==> src/rbsh_pkg.sv <==
// Shared types and constants of the segment-versus-box hit block.
`timescale 1ns / 1ps
`default_nettype none
package rbsh_pkg;
  localparam int unsigned FRAC_BITS = 16;
  localparam int unsigned HW = 31;
  localparam int unsigned GW = 2 * HW - FRAC_BITS;
  localparam int unsigned FIFO_DEPTH = 4;
  localparam int unsigned FIFO_PW = $clog2(FIFO_DEPTH);
  localparam int unsigned FIFO_CW = $clog2(FIFO_DEPTH + 1);

  localparam logic [2:0] FACE_NX = 3'd0;
  localparam logic [2:0] FACE_PX = 3'd1;
  localparam logic [2:0] FACE_NY = 3'd2;
  localparam logic [2:0] FACE_PY = 3'd3;
  localparam logic [2:0] FACE_NZ = 3'd4;
  localparam logic [2:0] FACE_PZ = 3'd5;

  typedef struct packed {
    logic signed [31:0] origin_x;
    logic signed [31:0] origin_y;
    logic signed [31:0] origin_z;
    logic signed [31:0] delta_x;
    logic signed [31:0] delta_y;
    logic signed [31:0] delta_z;
    logic [30:0]        half_x;
    logic [30:0]        half_y;
    logic [30:0]        half_z;
    logic [30:0]        probe_diameter;
  } in_t;

  typedef struct packed {
    logic               hit;
    logic signed [31:0] hit_x;
    logic signed [31:0] hit_y;
    logic signed [31:0] hit_z;
    logic [2:0]         face;
    logic [31:0]        distance;
  } out_t;

  // classified transaction passed from front to back
  typedef struct packed {
    logic [2:0][31:0]   org;
    logic [2:0][31:0]   dabs;
    logic [2:0]         dneg;
    logic [2:0][HW-1:0] half;
    logic [2:0][61:0]   gprod;
    logic [5:0]         ok;
    logic [5:0][31:0]   a;
  } fe_t;

  function automatic logic [1:0] other_axis(input logic [1:0] ax, input logic j);
    logic [1:0] r;
    case (ax)
      2'd0:    r = j ? 2'd2 : 2'd1;
      2'd1:    r = j ? 2'd2 : 2'd0;
      default: r = j ? 2'd1 : 2'd0;
    endcase
    return r;
  endfunction
endpackage
`default_nettype wire

==> src/rbsh_fifo.sv <==
// Small queue between the classifying front and the compute back.
`timescale 1ns / 1ps
`default_nettype none
module rbsh_fifo (
  input  wire logic         clk_i,
  input  wire logic         rst_ni,
  input  wire logic         push_i,
  input  rbsh_pkg::fe_t     push_data_i,
  output logic              full_o,
  input  wire logic         pop_i,
  output rbsh_pkg::fe_t     head_o,
  output logic              empty_o
);
  rbsh_pkg::fe_t mem_q [rbsh_pkg::FIFO_DEPTH];
  logic [rbsh_pkg::FIFO_PW-1:0] wr_q, wr_d, rd_q, rd_d;
  logic [rbsh_pkg::FIFO_CW-1:0] cnt_q, cnt_d;
  logic do_push, do_pop;

  assign full_o  = (cnt_q == rbsh_pkg::FIFO_CW'(rbsh_pkg::FIFO_DEPTH));
  assign empty_o = (cnt_q == '0);
  assign do_push = push_i && !full_o;
  assign do_pop  = pop_i && !empty_o;
  assign head_o  = mem_q[rd_q];

  always_comb begin
    wr_d  = do_push ? rbsh_pkg::FIFO_PW'(wr_q + 1'b1) : wr_q;
    rd_d  = do_pop ? rbsh_pkg::FIFO_PW'(rd_q + 1'b1) : rd_q;
    cnt_d = cnt_q;
    if (do_push && !do_pop) begin
      cnt_d = rbsh_pkg::FIFO_CW'(cnt_q + 1'b1);
    end else if (do_pop && !do_push) begin
      cnt_d = rbsh_pkg::FIFO_CW'(cnt_q - 1'b1);
    end
  end

  always_ff @(posedge clk_i or negedge rst_ni) begin
    if (!rst_ni) begin
      wr_q  <= '0;
      rd_q  <= '0;
      cnt_q <= '0;
    end else begin
      wr_q  <= wr_d;
      rd_q  <= rd_d;
      cnt_q <= cnt_d;
    end
  end

  always_ff @(posedge clk_i) begin
    if (do_push) begin
      mem_q[wr_q] <= push_data_i;
    end
  end
endmodule
`default_nettype wire

==> config.mk <==
export PLATFORM = sky130hd
export DESIGN_NAME = rbsh_fifo
export DESIGN_NICKNAME = d
export VERILOG_FILES = /design/src/rbsh_pkg.sv /design/src/rbsh_fifo.sv
export SDC_FILE = /design/constraint.sdc
export NUM_CORES = 2
export LEC_CHECK = 0
export ABC_AREA = 1
export BUFFER_PORTS_ARGS = -buffer_cell sky130_fd_sc_hd__buf_2
export CAP_MARGIN = 20
export CORE_ASPECT_RATIO = 0.75
export CORE_MARGIN = 2
export CORE_UTILIZATION = 35
export CTS_BUF_LIST = sky130_fd_sc_hd__clkbuf_2 sky130_fd_sc_hd__clkbuf_4 sky130_fd_sc_hd__clkbuf_8
export CTS_CLUSTER_DIAMETER = 60
export DETAILED_ROUTE_END_ITERATION = 10
export PLACE_DENSITY = 0.63
export SLEW_MARGIN = 20
export SYNTH_ARGS = -nofsm -noshare
export SYNTH_HDL_FRONTEND = slang
export SYNTH_SLANG_ARGS = --single-unit
==> constraint.sdc <==
create_clock -name clk_i -period 42.1 [get_ports clk_i]
set_input_delay 6.315 -clock clk_i [delete_from_list [all_inputs] [get_ports clk_i]]
set_output_delay 6.315 -clock clk_i [all_outputs]
set_load 0.1 [all_outputs]
==> out/qor.txt <==
Via count = 65,300
Critical Path Source Type = register
Fin crit share = 34.62%
Die ar. = 0.3072 mm^2
Setup tns final = 0 ns
Post-CTS setup buffer count = 0
Most frequent cells in the layout = edfxtp_1, nand2_1, inv_1
Avg WL per Cell = 21.10 um
Post-Syn Area per Cell = 13.41 um^2
Sequential element share of the synthesized area = 76.34%
Num CTS Buffers = 414
Number of buffers inserted by port buffering = 1,349
Post-DP HPWL = 188.6 mm
Worst slew pin tran = 1.436 ns
Pre-CTS WS = 28.21 ns
Fin crit period = 14.57 ns
CTS max path bufs = 4
Final hold viol count = 0
Critical path data arrival time = 8.26 ns
Antenna violations before repair = 219
Starting Density = 35.27%
Setup ws final = 27.53 ns
DR iter-0 viols = 4,544
Chip width = 639.4 um
Final setup violation count = 0
Std cell rows = 174
Max_slew headroom = 4.299%
Fmax = 68.61 MHz
Cts hold-fix bufs = 0
Slowest cell on the critical path = buf_4
Final Skew = 0.1006 ns
Most common cell after layout, fill and taps aside = edfxtp_1
Crit. End Element = primary output
Crit-path max FO = 273
Worst reg2reg startpoint = cnt_q[0]$_DFFE_PN0P_
Final nets = 9,976
Largest net degree at the start of global routing = 274
Worst Hold Launch = cnt_q[2]$_DFFE_PN0P_
Post-Syn Area = 0.1060 mm^2
Yosys reg bits = 2,695
Grt ovf = 0
CP top delay family = buffers and inverters
Root Buffer = clkbuf_8
H-tree depth = 5
Setup crit end = head_o[497]
Critical Path Start = rd_q[0]$_DFFE_PN0P_
Crit Path Class = reg -> out
Gr usage total = 17.91%
DRC viols = 0
Worst path required time = 35.78 ns
Fill cell count = 27,470
RePlAce Congestion = 0.8749
Clock transition at path regs = 0.06 ns
Clock sinks = 2,695
RSZ-0062 raised after global routing = false
Vias per std cell = 4.771
Synthesis Warnings = 0
Antenna-violating nets left = 0
Max Cap Viol = 0
Cell variety after synth = 17
First-pass GRT wire length = 406.7 mm
WP depth = 10
Slew Limit Fails = 0
Synth area leaders = edfxtp_1, o211ai_1, nand2_1
DIE HEIGHT = 480.5 um
R2R Path End = mem_q[2][511]$_DFFE_PP_
Number of buffers and inverters on the critical path = 8
Ports = 1,350
Area share of the largest cell type after synthesis = 76.17%
Placed Instances = 12,840
Most used cell, CP = buf_4
R2R depth = 8
Crit path cell chain = clkinv_8 -> buf_12 -> buf_4 -> buf_4 -> buf_4 -> buf_6 -> buf_4 -> o211ai_1 -> nand2_1 -> buf_2
Layout cells sized above 1 = 21.30%
P&R area growth vs syn = 17.65%
Synth area leader = edfxtp_1
Vias in the first global route = 61,880
Drt total wl = 288.8 mm
Post-CTS Resized = 0
Worst-Skew Late Latency = 0.98 ns
Clock tree from TritonCTS = yes
Max incr delay on CP = 0.90 ns
Drt pass-1 iters = 5
Syn Inst Count = 7,901
Core ar. = 0.3004 mm^2
Final cell count without fillers = 13,690
Worst Hold Class = reg -> reg
Status = completed
Reg2Reg Setup Slack = 36.22 ns
Post-Syn Nets = 8,583
registers in the layout, indices dropped and copies added (netlist names):
| name | flops |
|---|---|
| cnt_q | 3 |
| rd_q | 2 |
| wr_q | 2 |
| mem_q | 2688 |
metrics by stage:
| stage | hold slack, ns | utilization (%) | instance area [um^2] |
|---|---|---|---|
| final | 0.5216 | 41.50 | 124700 |
| after global routing | 0.5292 | 41.45 | 124500 |
| after CTS | 0.5177 | 41.38 | 124300 |
| after detailed placement | 0.4970 | 38.73 | 116400 |
| after global placement | 0.4759 | 38.73 | 116400 |
| after floorplan | 0.4628 | - | 106000 |
worst min-delay path by stage:
stage,slack [ns],to,depth (start not counted)
6_report,0.52,cnt_q[2]$_DFFE_PN0P_,2
4_1_cts,0.52,cnt_q[2]$_DFFE_PN0P_,2
2_1_floorplan,0.46,cnt_q[2]$_DFFE_PN0P_,2
5_1_grt,0.53,cnt_q[2]$_DFFE_PN0P_,2
3_5_place_dp,0.50,cnt_q[2]$_DFFE_PN0P_,2
3_3_place_gp,0.48,cnt_q[2]$_DFFE_PN0P_,2
area by class of cell:
type	count	area, um^2	share of cell area, %
Inverter	1361	5129	4.114
Multi-Input combinational cell	3398	17910	14.36
Timing Repair Buffer	1424	7513	6.027
Clock buffer	537	6653	5.336
Clock inverter	187	1301	1.044
Tap cell	3960	4955	3.974
Sequential cell	2695	80900	64.89
Antenna cell	126	315.3	0.2529
synthesized netlist by cell type:
| master | number |
|---|---|
| dfrtp_1 | 7 |
| inv_2 | 2 |
| xnor2_1 | 1 |
| inv_1 | 1359 |
| nor2_1 | 4 |
| edfxtp_1 | 2688 |
| o21ai_0 | 1 |
| nand2_1 | 2034 |
| buf_2 | 318 |
| clkbuf_1 | 105 |
| fa_1 | 1 |
| buf_1 | 21 |
| buf_4 | 3 |
| ha_1 | 5 |
| nand4_1 | 1 |
| o211ai_1 | 1344 |
| nand3_1 | 7 |
kinds of logic after synthesis:
group / count (synthesis) / share of synthesized area (%)
buffers and inverters: 1808 / 6.791
adders and majority gates: 6 / 0.07793
and+or+nand+nor: 2046 / 7.258
DFF: 2695 / 76.34
xor gates and xnor gates: 1 / 0.008267
AOI/OAI and AO/OA: 1345 / 9.526
worst register-to-register path: stages, from the launching register on:
cell and delay (ns):
dfrtp_1 0.41, inv_1 0.08, nand3_1 0.20, nand2_1 0.35, nor2_4 0.88, buf_4 0.84
buf_4 0.96, buf_4 0.86, buf_4 0.79
metal layers:
layer | vias up | routed length [um] | part of all wire, % | global-route usage, %
li1 | 30780 | - | - | -
met1 | 31390 | 108300 | 38 | 20.42
met2 | 2252 | 137700 | 48 | 28.82
met3 | 776 | 25160 | 8.7 | 6.161
met4 | 108 | 16820 | 5.8 | 11.38
met5 | - | 716 | 0.25 | 0.1393
Power is left out: the tool's default activity adds up to more than one toggle a clock period on the data nets, which glitch-free logic cannot reach.
